--- src/rtl/phxm_pkg.sv ---
package phxm_pkg;

  // Command codes carried by an input word.
  localparam logic [1:0] CMD_RESTART = 2'd0;
  localparam logic [1:0] CMD_ABSORB  = 2'd1;
  localparam logic [1:0] CMD_APPLY   = 2'd2;

  localparam int unsigned FLAG_SHIFT  = 3;
  localparam int unsigned FLAG_BITS   = 5;
  localparam int unsigned FLAG_PIXELS = 2;
  localparam int unsigned MAX_COUNT   = 16;
  localparam logic [3:0]  LOW_BITS_RESET = 4'd1;

  typedef enum logic [1:0] {
    S_IDLE,
    S_RUN,
    S_EXEC
  } ctrl_state_t;

  typedef struct packed {
    logic load;           // input word accepted
    logic rd;             // read the mask byte under the index
    logic step;           // process one chunk with the byte just read
    logic finish_absorb;  // absorb done, apply end-of-image clear
    logic out_load;       // move the finished value into the result register
  } ctrl_cmd_t;

  typedef struct packed {
    logic in_work;   // offered word is an absorb or apply
    logic rem_zero;  // no bits left for the word in hand
    logic is_apply;  // word in hand is an apply
    logic out_free;  // result register can take a value this cycle
  } dp_status_t;

  // Low n bits set, n from 0 to 8.
  function automatic logic [7:0] low_mask(input logic [3:0] n);
    low_mask = 8'hFF >> (4'd8 - n);
  endfunction

  // Restart pattern for a mask byte, from the byte number modulo 8.
  function automatic logic [7:0] restart_byte(input logic [2:0] k);
    restart_byte = 8'hFF >> (3'd7 - k);
  endfunction

endpackage

--- src/rtl/phxm_if.sv ---
interface phxm_item_if;
  logic        valid;
  logic        ready;
  logic [1:0]  command;
  logic [7:0]  pixel_byte;
  logic        end_of_image;
  logic [15:0] data_value;
  logic [4:0]  bit_count;

  modport source (
    output valid, command, pixel_byte, end_of_image, data_value, bit_count,
    input  ready
  );
  modport sink (
    input  valid, command, pixel_byte, end_of_image, data_value, bit_count,
    output ready
  );
endinterface

interface phxm_result_if;
  logic        valid;
  logic        ready;
  logic [15:0] masked_value;

  modport source (output valid, masked_value, input ready);
  modport sink (input valid, masked_value, output ready);
endinterface

--- src/rtl/phxm_ctrl.sv ---
module phxm_ctrl (
  input  logic                 clk,
  input  logic                 rst,
  input  logic                 item_valid,
  output logic                 item_ready,
  input  phxm_pkg::dp_status_t status,
  output phxm_pkg::ctrl_cmd_t  cmd
);
  import phxm_pkg::*;

  ctrl_state_t state;
  ctrl_state_t state_next;

  always_ff @(posedge clk) begin
    if (rst) begin
      state <= S_IDLE;
    end else begin
      state <= state_next;
    end
  end

  always_comb begin
    state_next = state;
    case (state)
      S_IDLE: begin
        if (item_valid && status.in_work) begin
          state_next = S_RUN;
        end
      end
      S_RUN: begin
        if (!status.rem_zero) begin
          state_next = S_EXEC;
        end else if (!status.is_apply || status.out_free) begin
          state_next = S_IDLE;
        end
      end
      S_EXEC: begin
        state_next = S_RUN;
      end
      default: begin
        state_next = S_IDLE;
      end
    endcase
  end

  always_comb begin
    cmd = '0;
    item_ready = 1'b0;
    case (state)
      S_IDLE: begin
        item_ready = 1'b1;
        cmd.load = item_valid;
      end
      S_RUN: begin
        if (!status.rem_zero) begin
          cmd.rd = 1'b1;
        end else if (!status.is_apply) begin
          cmd.finish_absorb = 1'b1;
        end else begin
          // A previous result that is still waiting holds the finished value here.
          cmd.out_load = status.out_free;
        end
      end
      S_EXEC: begin
        cmd.step = 1'b1;
      end
      default: begin
        cmd = '0;
      end
    endcase
  end

  a_out_load_ok: assert property (@(posedge clk) disable iff (rst)
    cmd.out_load |-> (status.out_free && status.is_apply && status.rem_zero))
    else $error("result loaded while register busy or work left");

  a_exec_after_read: assert property (@(posedge clk) disable iff (rst)
    (state == S_EXEC) |-> $past(cmd.rd))
    else $error("chunk step without a preceding mask read");

  a_one_command: assert property (@(posedge clk) disable iff (rst)
    $onehot0({cmd.load, cmd.rd, cmd.step, cmd.finish_absorb, cmd.out_load}))
    else $error("more than one datapath command at once");

endmodule

--- src/rtl/phxm_dp.sv ---
module phxm_dp #(
  parameter int unsigned MASK_BYTES = 32
) (
  input  logic                 clk,
  input  logic                 rst,
  input  logic                 cfg_write,
  input  logic [3:0]           cfg_data,
  input  logic [1:0]           item_command,
  input  logic [7:0]           item_pixel_byte,
  input  logic                 item_end_of_image,
  input  logic [15:0]          item_data_value,
  input  logic [4:0]           item_bit_count,
  output logic                 result_valid,
  input  logic                 result_ready,
  output logic [15:0]          result_masked_value,
  input  phxm_pkg::ctrl_cmd_t  cmd,
  output phxm_pkg::dp_status_t status
);
  import phxm_pkg::*;

  localparam int unsigned TOTAL_BITS = MASK_BYTES * 8;
  localparam int unsigned IW = $clog2(TOTAL_BITS);
  localparam int unsigned AW = (MASK_BYTES > 1) ? $clog2(MASK_BYTES) : 1;
  localparam logic [IW:0] TOTAL_W = (IW + 1)'(TOTAL_BITS);

  logic [3:0]            low_bits;
  logic [7:0]            mem [MASK_BYTES];
  logic [MASK_BYTES-1:0] valid;
  logic [IW-1:0]         bit_index;
  logic [1:0]            flag_pixels_seen;

  // Word in hand.
  logic        work_apply;
  logic        work_eoi;
  logic [7:0]  work_src;
  logic [15:0] work_acc;
  logic [4:0]  work_rem;
  logic [4:0]  work_off;

  logic [7:0]  rd_q;
  logic        rd_valid_q;
  logic [7:0]  rd_pat_q;
  logic [7:0]  rd_byte;

  logic [IW-1:0] byte_sel;
  logic [AW-1:0] addr;
  logic [2:0]    pos;
  logic [3:0]    room;
  logic [3:0]    n;
  logic [7:0]    nmask;
  logic [7:0]    wbyte;
  logic [15:0]   acc_chunk;
  logic [IW:0]   idx_sum;
  logic [IW:0]   idx_wrap;
  logic [4:0]    count_sat;
  logic          is_restart;

  assign byte_sel = bit_index >> 3;
  assign addr     = byte_sel[AW-1:0];
  assign pos      = bit_index[2:0];
  assign room     = 4'd8 - {1'b0, pos};
  assign n        = ({1'b0, room} > work_rem) ? work_rem[3:0] : room;
  assign nmask    = low_mask(n);

  // A byte not written since restart still reads as its restart pattern.
  assign rd_byte   = rd_valid_q ? rd_q : rd_pat_q;
  assign wbyte     = rd_byte ^ ((work_src & nmask) << pos);
  assign acc_chunk = {8'b0, rd_byte & nmask} << work_off[3:0];

  assign idx_sum  = {1'b0, bit_index} + (IW + 1)'(n);
  assign idx_wrap = (idx_sum >= TOTAL_W) ? (idx_sum - TOTAL_W) : idx_sum;

  assign count_sat  = (item_bit_count > 5'(MAX_COUNT)) ? 5'(MAX_COUNT) : item_bit_count;
  assign is_restart = cmd.load && (item_command == CMD_RESTART);

  assign status.in_work  = (item_command == CMD_ABSORB) || (item_command == CMD_APPLY);
  assign status.rem_zero = (work_rem == 5'd0);
  assign status.is_apply = work_apply;
  assign status.out_free = !result_valid || result_ready;

  always_ff @(posedge clk) begin
    if (rst) begin
      low_bits <= LOW_BITS_RESET;
    end else if (cfg_write) begin
      low_bits <= cfg_data;
    end
  end

  always_ff @(posedge clk) begin
    if (rst) begin
      valid            <= '0;
      bit_index        <= '0;
      flag_pixels_seen <= '0;
      work_rem         <= '0;
    end else begin
      if (cmd.load) begin
        case (item_command)
          CMD_RESTART: begin
            valid            <= '0;
            bit_index        <= '0;
            flag_pixels_seen <= '0;
          end
          CMD_ABSORB: begin
            if (flag_pixels_seen < 2'(FLAG_PIXELS)) begin
              work_rem         <= 5'(FLAG_BITS);
              flag_pixels_seen <= flag_pixels_seen + 2'd1;
            end else if (low_bits < 4'd8) begin
              work_rem <= 5'd8 - {1'b0, low_bits};
            end else begin
              work_rem <= 5'd0;
            end
          end
          CMD_APPLY: begin
            work_rem <= count_sat;
          end
          default: begin
          end
        endcase
      end
      if (cmd.step) begin
        bit_index <= idx_wrap[IW-1:0];
        work_rem  <= work_rem - {1'b0, n};
        if (!work_apply) begin
          valid[addr] <= 1'b1;
        end
      end
      if (cmd.finish_absorb && work_eoi) begin
        bit_index <= '0;
      end
    end
  end

  // Payload of the word in hand.
  always_ff @(posedge clk) begin
    if (cmd.load) begin
      work_apply <= (item_command == CMD_APPLY);
      work_eoi   <= item_end_of_image;
      work_acc   <= item_data_value;
      work_off   <= 5'd0;
      if (flag_pixels_seen < 2'(FLAG_PIXELS)) begin
        work_src <= item_pixel_byte >> FLAG_SHIFT;
      end else begin
        work_src <= item_pixel_byte >> low_bits;
      end
    end else if (cmd.step) begin
      work_src <= work_src >> n;
      work_acc <= work_acc ^ acc_chunk;
      work_off <= work_off + {1'b0, n};
    end
  end

  always_ff @(posedge clk) begin
    if (cmd.step && !work_apply) begin
      mem[addr] <= wbyte;
    end
    if (cmd.rd) begin
      rd_q       <= mem[addr];
      rd_valid_q <= valid[addr];
      rd_pat_q   <= restart_byte(byte_sel[2:0]);
    end
  end

  always_ff @(posedge clk) begin
    if (rst) begin
      result_valid <= 1'b0;
    end else if (cmd.out_load) begin
      result_valid <= 1'b1;
    end else if (result_ready) begin
      result_valid <= 1'b0;
    end
  end

  always_ff @(posedge clk) begin
    if (cmd.out_load) begin
      result_masked_value <= work_acc;
    end
  end

  a_restart_clears: assert property (@(posedge clk) disable iff (rst)
    is_restart |=> (bit_index == '0) && (flag_pixels_seen == 2'd0) && (valid == '0))
    else $error("restart did not clear index, flag count and mask");

  a_step_has_bits: assert property (@(posedge clk) disable iff (rst)
    cmd.step |-> (work_rem != 5'd0) && (n != 4'd0))
    else $error("chunk step with no bits left");

  a_index_in_ring: assert property (@(posedge clk) disable iff (rst)
    cmd.step |=> ({1'b0, bit_index} < TOTAL_W))
    else $error("bit index left the mask ring");

endmodule

--- src/rtl/pixel_hash_xor_mask_core.sv ---
// Channel   Role   Payload
// item      sink   command, pixel_byte, end_of_image, data_value, bit_count
// result    source masked_value
// cfg       write  low_bits (cfg_write, cfg_data)
//
// Restart and unused words are taken in idle with nothing more to do. Absorb and apply words
// then run chunk by chunk (a mask byte read, then the step on it; absorb writes the byte back).
// Each chunk reads the mask memory once; no new word is accepted until the word in hand ends.
// Reset and restart bring back the mask pattern at once by clearing per-byte valid bits.
// A finished result waits in its register while the next word is accepted; an apply that
// finishes while the register is still full holds until the result word is taken.
module pixel_hash_xor_mask_core #(
  parameter int unsigned MASK_BYTES = 32
) (
  input  logic          clk,
  input  logic          rst,
  input  logic          cfg_write,
  input  logic [3:0]    cfg_data,
  phxm_item_if.sink     item,
  phxm_result_if.source result
);
  import phxm_pkg::*;

  ctrl_cmd_t  cmd;
  dp_status_t status;

  phxm_ctrl u_ctrl (
    .clk        (clk),
    .rst        (rst),
    .item_valid (item.valid),
    .item_ready (item.ready),
    .status     (status),
    .cmd        (cmd)
  );

  phxm_dp #(
    .MASK_BYTES (MASK_BYTES)
  ) u_dp (
    .clk                 (clk),
    .rst                 (rst),
    .cfg_write           (cfg_write),
    .cfg_data            (cfg_data),
    .item_command        (item.command),
    .item_pixel_byte     (item.pixel_byte),
    .item_end_of_image   (item.end_of_image),
    .item_data_value     (item.data_value),
    .item_bit_count      (item.bit_count),
    .result_valid        (result.valid),
    .result_ready        (result.ready),
    .result_masked_value (result.masked_value),
    .cmd                 (cmd),
    .status              (status)
  );

endmodule
--- src/flat_wrapper.sv ---
// flat-port wrapper written by rule: the top's interface ports become plain ports
module pixel_hash_xor_mask_core_flat import phxm_pkg::*;
#(
  parameter int unsigned MASK_BYTES = 32
)
  (clk, rst, cfg_write, cfg_data, item_valid, item_command, item_pixel_byte, item_end_of_image, item_data_value, item_bit_count, item_ready, result_valid, result_masked_value, result_ready);
  phxm_item_if item_i ();
  phxm_result_if result_i ();
  input  logic clk;
  input  logic rst;
  input  logic cfg_write;
  input  logic [3:0] cfg_data;
  input wire logic [$bits(item_i.valid)-1:0] item_valid;
  input wire logic [$bits(item_i.command)-1:0] item_command;
  input wire logic [$bits(item_i.pixel_byte)-1:0] item_pixel_byte;
  input wire logic [$bits(item_i.end_of_image)-1:0] item_end_of_image;
  input wire logic [$bits(item_i.data_value)-1:0] item_data_value;
  input wire logic [$bits(item_i.bit_count)-1:0] item_bit_count;
  output wire logic [$bits(item_i.ready)-1:0] item_ready;
  output wire logic [$bits(result_i.valid)-1:0] result_valid;
  output wire logic [$bits(result_i.masked_value)-1:0] result_masked_value;
  input wire logic [$bits(result_i.ready)-1:0] result_ready;
  assign item_i.valid = item_valid;
  assign item_i.command = item_command;
  assign item_i.pixel_byte = item_pixel_byte;
  assign item_i.end_of_image = item_end_of_image;
  assign item_i.data_value = item_data_value;
  assign item_i.bit_count = item_bit_count;
  assign item_ready = item_i.ready;
  assign result_valid = result_i.valid;
  assign result_masked_value = result_i.masked_value;
  assign result_i.ready = result_ready;
  pixel_hash_xor_mask_core #(.MASK_BYTES(MASK_BYTES)) u_core (.clk(clk), .rst(rst), .cfg_write(cfg_write), .cfg_data(cfg_data), .item(item_i), .result(result_i));
endmodule
--- config.mk ---
export PLATFORM = sky130hd
export DESIGN_NAME = pixel_hash_xor_mask_core_flat
export DESIGN_NICKNAME = d
export VERILOG_FILES = /design/src/rtl/phxm_pkg.sv /design/src/rtl/phxm_if.sv /design/src/rtl/phxm_ctrl.sv /design/src/rtl/phxm_dp.sv /design/src/rtl/pixel_hash_xor_mask_core.sv /design/src/flat_wrapper.sv
export SDC_FILE = /design/constraint.sdc
export NUM_CORES = 1
export LEC_CHECK = 0
export BUFFER_PORTS_ARGS = -buffer_cell sky130_fd_sc_hd__buf_2
export CORE_AREA = 2 2 181 183
export DETAILED_ROUTE_END_ITERATION = 16
export DIE_AREA = 0 0 183 185
export GPL_ROUTABILITY_DRIVEN = 0
export PLACE_DENSITY_LB_ADDON = 0.05
export REMOVE_ABC_BUFFERS = 1
export SYNTH_ARGS = -nofsm -noshare
export SYNTH_HDL_FRONTEND = slang
export SYNTH_SLANG_ARGS = --single-unit
--- constraint.sdc ---
create_clock -name clk -period 4.2 [get_ports clk]
set_input_delay 0.21 -clock clk [delete_from_list [all_inputs] [get_ports clk]]
set_output_delay 0.21 -clock clk [all_outputs]
set_load 0.05 [all_outputs]
Word-level counts from Yosys, hierarchy flattened
Memory sizes are Yosys's and may differ from the RTL's. A register that Yosys moved wholly into a read port is not among the register bits.
Index checks and enable logic that the tools add are counted.
{ "word_totals": {"regBits": 110, "ram_bits": 256, "inputBits": 41, "out_inout_bits": 18, "memories": 1} }
{ "classes": {"addsub": 9, "n_lt_le_gt_ge": 7, "eq_ne": 7, "shift": 6, "muxes": 45, "bitwise_logic": 5, "n_reduce_logical": 22} }
{ "mem_list": {"columns": ["name", "words", "width", "read_ports", "rd_ports_with_merged_regs", "write_ports", "line_no", "source"], "rows": [
  ["u_core.u_dp.mem", 32, 8, 1, 1, 1, "phxm_dp.sv:27", "logic [7:0] mem [MASK_BYTES];"]
]} }
{ "op_table": {"columns": ["operator", "count"], "rows": [
  ["two-way mux 32 bit", 5],
  ["two-way mux 8 bit", 8],
  ["two-way mux 16 bit", 2],
  ["OR 32 bit", 1],
  ["two-way mux 5 bit", 5],
  ["AND 8 bit", 2],
  ["left shift 8 x 4 -> 16 bit", 1],
  ["right shift 8 x 4 -> 8 bit", 2],
  ["bitwise XOR 16 bit", 1],
  ["two-way mux 1 bit", 13],
  ["two-way mux 2 bit", 6],
  ["one-hot mux 5 bit (2 select lines)", 1],
  ["adder 8 x 4 -> 9 bit", 1],
  ["greater-or-equal comparator 9 bit (second input constant)", 1],
  ["nonzero test 2 bit", 4],
  ["left shift 8 x 3 -> 8 bit", 1],
  ["right shift 8 x 3 -> 8 bit (first input constant)", 1],
  ["right shift 8 x 4 -> 8 bit (first input constant)", 1],
  ["subtractor 8 x 1 -> 8 bit (second input constant)", 1],
  ["bitwise XOR 8 bit", 1],
  ["< comparator 5 x 6 -> 1 bit (second input constant)", 1],
  ["one-hot mux 2 bit (3 select lines)", 1],
  ["AND reduction 2 bit", 3],
  ["adder 5 x 4 -> 5 bit", 1],
  ["other kinds (28)", 37]
]} }

Logic depth before layout (Yosys ltp)
{ "logic_depth": {"depth_word": 10, "ltp_mapped": 20, "ltp_nobuf": 19} }

By module
From an unflattened synthesis, not the netlist that was laid out.
{ "hier_totals": {"hier_cells": 1260, "hier_area_um2": 17236.5} }
{ "modules_own_cells": {"columns": ["module", "instances", "cells_each", "area_per_inst_um2", "seq_area_each_um2"], "rows": [
  ["phxm_dp", 1, 1244, 17106.4, 10550.1],
  ["phxm_ctrl", 1, 16, 130.1, 40.0]
]} }

Worst setup path before layout
No wires, ideal clock.
{ "synth_path": {"path_kind": "register to register", "startpoint": "reg u_core.u_dp.bit_index[0]", "endpoint": "mem u_core.u_dp.mem[0][7] (data pin)", "setup_time_ns": 0.371, "arrival_ns": 4.182, "required_time_ns": 3.829, "slack_ns": -0.353, "stages_incl_launch_ff": 18, "path_cell_list": "dfxtp_1 buf_2 inv_1 ha_1 nor2b_1 nor2_2 ha_1 a41oi_4 o21a_1 buf_6 nor3_1 a21oi_2 inv_2 a21oi_2 nand2_1 mux2_2 mux2_2 xor2_1"} }
{ "synth_between": {"elab_chain_cells": 8} }
{ "synth_lines": {"columns": ["element", "line_no", "source"], "rows": [
  ["start: declaration", "phxm_dp.sv:29", "logic [IW-1:0] bit_index;"],
  ["start signal: assignment", "phxm_dp.sv:121", "bit_index <= idx_wrap[IW-1:0];"],
  ["subtractor 4 x 3 -> 4 bit", "phxm_dp.sv:61", "assign room = 4'd8 - {1'b0, pos};"],
  ["greater-than comparator 4 x 5 -> 1 bit", "phxm_dp.sv:62", "assign n = ({1'b0, room} > work_rem) ? work_rem[3:0] : room;"],
  ["two-way mux 4 bit", "phxm_dp.sv:62", null],
  ["subtractor 4 bit", "phxm_pkg.sv:37", "low_mask = 8'hFF >> (4'd8 - n);"],
  ["right shift 8 x 4 -> 8 bit", "phxm_pkg.sv:37", null],
  ["AND 8 bit", "phxm_dp.sv:67", "assign wbyte = rd_byte ^ ((work_src & nmask) << pos);"],
  ["left shift 8 x 3 -> 8 bit *", "phxm_dp.sv:67", null],
  ["bitwise XOR 8 bit *", "phxm_dp.sv:67", null],
  ["net u_core.u_dp.wbyte[7]", "phxm_dp.sv:51", "logic [7:0] wbyte;"],
  ["end: declaration", "phxm_dp.sv:27", null]
]} }
The timed path passes the listed nets; every way through them passes the cells marked *.

Worst setup path after layout
{ "layout_path": {"startpoint": "reg u_core.u_dp.bit_index[0]", "endpoint": "mem u_core.u_dp.mem[20][7] (data pin)"} }
The elaborated chain is that of the path after synthesis.

==> impl_metrics.ini <==
[status]
status = finished, final reports clean

[global_route]
grt_pass1_wl_um = 64100
grt_pass1_vias = 11000
grt_max_degree = 42
track_usage = 0.250
grt-ovfl-total = 0
antenna_found_initial = 0

[setup_path]
crit_chain = inv_1 -> ha_1 -> nor2b_1 -> nor2_2 -> ha_1 -> o211a_4 -> o21a_1 -> nor3_1 -> a21oi_2 -> inv_2 -> a21oi_2 -> nand2_1 -> mux2_2 -> mux2_2 -> xor2_4
worstPathArrival_ps = 4130
required_ps = 4410
path_buf_inv = 2
cp_slowest_cell = xor2_4
cp-end-kind = register
r2r.worst_path.cells = 15
cp_top_family = compound AO/OA/AOI/OAI gates
startpoint_type = register
cp_max_fo = 32
worst_path_largest_cell_delay_ps = 660
r2r_slack_ps = 280
crit_type = register to register
r2r_start = u_core.u_dp.bit_index[0]
r2r_end = u_core.u_dp.mem[20][7]

[sta]
min_period_over_period = 0.934
holdWs_ps = 30.6
period_needed_ps = 3920
slew_violations = 0
final.setup_skew_ps = 12.7
slew_headroom = 0.324
max_freq_ghz = 0.255
hold_violations = 0
worst_pin_slew_ps = 1010
rsz0062_at_grt = no
finalSetupViolCount = 0

[detailed_routing]
vias = 11200
via_per_inst = 6.11
drc_errors = 0
drtIter0Drc = 1154
finalWirelength_um = 41500
wl_per_cell_um = 22.6
dr.pass1.iters = 5
route.antenna.remaining_nets = 0

[cts]
htree_num_levels = 2
cts_sinks = 372
numCtsBuffers = 39
clk_pin_slew_ps = 60
cts_root_buf = clkbuf_16
clk_latency_ps = 530
cts_tree = done
cts_setup_buffers = 0
cts_buffer_depth = 3

[layout]
diodes = 0
nFillCells = 2483
seqCellArea_um2 = 10600
multiInputGateArea_um2 = 6270
fin_util = 0.620
nNetsFinal = 1458
area_growth_pct = 15.2
drive_gt1_frac = 0.233

[floorplan]
ioPinCount = 59
coreArea_um2 = 32000
die_x_um = 183
start_util = 0.538
die_h_um = 185
dieArea_um2 = 33900
placementRows = 66

[power]
ir_drop_mv = 0.398
cellLeakagePower_nw = 6.77
power_density_nw_per_um2 = 441
p_total_mw = 8.75

[synth]
yosysSeqAreaShare = 0.614
synth.distinct_cells = 91
synth.avg_cell_area_um2 = 13.6
syn_inst = 1271
ys_warn_count = 0
synth_flop_cell = edfxtp_1
synthesis.area_um2 = 17200
async_flop_share = 0
synth-seq-cells = 372
synth_edf_count = 314

[place]
port-buffer-count = 58
dp_hpwl_um = 27200

[min_path]
hold_start = item_data_value[3]
hold_end = u_core.u_dp.work_acc[3]
holdPathStages = 3
hp-class = primary input to register

[job]
cap_viol_max_count = 0
## how the worst max path moves through the flow
stage,start,cells past startpoint,endpoint
after floorplan,u_core.u_dp.bit_index[0],15,u_core.u_dp.mem[0][7]
after global placement,u_core.u_dp.bit_index[1],14,u_core.u_dp.mem[26][7]
after detailed placement,u_core.u_dp.bit_index[1],15,u_core.u_dp.mem[5][7]
after CTS,u_core.u_dp.bit_index[1],14,u_core.u_dp.mem[28][1]
after global routing,u_core.u_dp.bit_index[0],15,u_core.u_dp.mem[29][7]
final,u_core.u_dp.bit_index[0],15,u_core.u_dp.mem[20][7]
## cell usage after synthesis, types with 6 or more instances
library cell    n  area (um2)
a31oi_1        10        62.6
xor2_1         14         123
dfxtp_1        58        1160
o22ai_1         6        37.5
inv_1          28         105
o21ai_0        42         210
nand2_1        95         357
nand3b_1        6        45.0
mux4_2         72        1620
xnor2_1        16         140
a22oi_1        42         315
edfxtp_1      314        9430
o31ai_1         7        52.6
buf_2           8        40.0
nand2b_1        8        50.1
mux2i_1        26         260
or2_2           7        43.8
nor3_1         19        95.1
nor2_1        142         533
and3_1          7        43.8
nand3_1        21         105
buf_1          15        56.3
ha_1           19         238
nor2b_1        12        75.1
clkbuf_1       38         143
mux2_2         11         124
buf_4           9        67.6
a21oi_1        78         390
a211oi_1        9        67.6
nand4_1        10        62.6
## what timing repair did
item / 4_1_cts / 5_1_grt
gates cloned: 0 / 0
setup endpoints to repair: 32 / 17
hold buffers: 21 / 0
resized for setup: 1 / 2
endpoints found under the hold margin: 19 / 0
## final cells by class
class                   count  area share
clock inverters            14     0.00869
flip-flops and latches    372       0.534
well taps                 408      0.0257
multi-input cells         792       0.316
inverters                  33     0.00624
clock buffers              57      0.0546
repair buffers            158      0.0557
## worst reg2reg max path, stage by stage, from the launching register on
cell	delay (ps)
dfxtp_1	340
inv_1	60
ha_1	210
nor2b_1	230
nor2_2	70
ha_1	350
o211a_4	210
o21a_1	330
nor3_1	110
a21oi_2	150
inv_2	50
a21oi_2	100
nand2_1	100
mux2_2	290
mux2_2	310
xor2_4	660
## cells by family (layout without fill, tap and decap cells)
logic type / Yosys count / after routing / synth area share
AO/OA/AOI/OAI: 270 / 270 / 0.110
XOR/XNOR: 30 / 30 / 0.0152
adder cells (fa/ha/maj): 21 / 21 / 0.0161
buffers and inverters: 107 / 262 / 0.0274
flip-flops: 372 / 372 / 0.614
multiplexers: 114 / 114 / 0.121
AND/OR/NAND/NOR: 357 / 357 / 0.0959
## cells in the final DEF, fill, tap and decap left out, types with 7 or more instances in the layout
cell type        n
edfxtp_1       314
buf_4           78
xor2_1          11
xnor2_1         11
dlygate4sd3_1   21
mux4_2          72
nor2_1         142
dfxtp_1         56
nand2b_1         8
nor3_1          19
nand2_1         95
clkbuf_1        14
a21oi_1         78
a211oi_1         9
nand3_1         21
clkbuf_16       39
o21ai_0         41
inv_1           28
mux2_2          11
nand4_1         10
nor2b_1         12
buf_2           58
ha_1            19
a31oi_1         10
and3_1           7
o31ai_1          7
a22oi_1         42
or2_2            7
mux2i_1         26
## state kept, by name, indices dropped and copies added, names as in the netlist
name,cells
u_core.u_dp.rd_pat_q,7
u_core.u_dp.bit_index,8
u_core.u_dp.result_valid,1
u_core.u_dp.valid,32
u_core.u_dp.work_eoi,1
u_core.u_dp.rd_q,8
u_core.u_dp.work_apply,1
u_core.u_dp.mem,256
u_core.u_ctrl.state,2
u_core.u_dp.work_rem,5
u_core.u_dp.work_src,8
u_core.u_dp.rd_valid_q,1
u_core.u_dp.flag_pixels_seen,2
u_core.u_dp.work_off,4
u_core.u_dp.low_bits,4
u_core.u_dp.work_acc,16
u_core.u_dp.result_masked_value,16
## power breakdown
part	switching, mW	internal (mW)	total, mW	leakage [nW]
sequential	0.0648	4.25	4.32	3.32
combinational	0.688	0.379	1.07	2.84
clock	1.38	1.99	3.37	0.611
## layer usage
layer	global-route usage	vias to the layer above	wire, um
met1	0.339	5561	17500
li1	-	5173	-
met3	0.0399	83	2570
met2	0.411	396	20000
met5	0	-	0
met4	0.0934	0	1340
## per-stage QoR
stage	std cells	worst slack (ps)	cell area, um2	setup TNS, ps
after floorplan	1197	-1030	16900	-261350
after global placement	1742	78.6	18400	0
after detailed placement	1742	-4.49	18400	-118
after CTS	1834	248	19900	0
after global routing	1834	7.47	19900	0
final	1834	277	19900	0
Power figures use the tool's default switching activity.
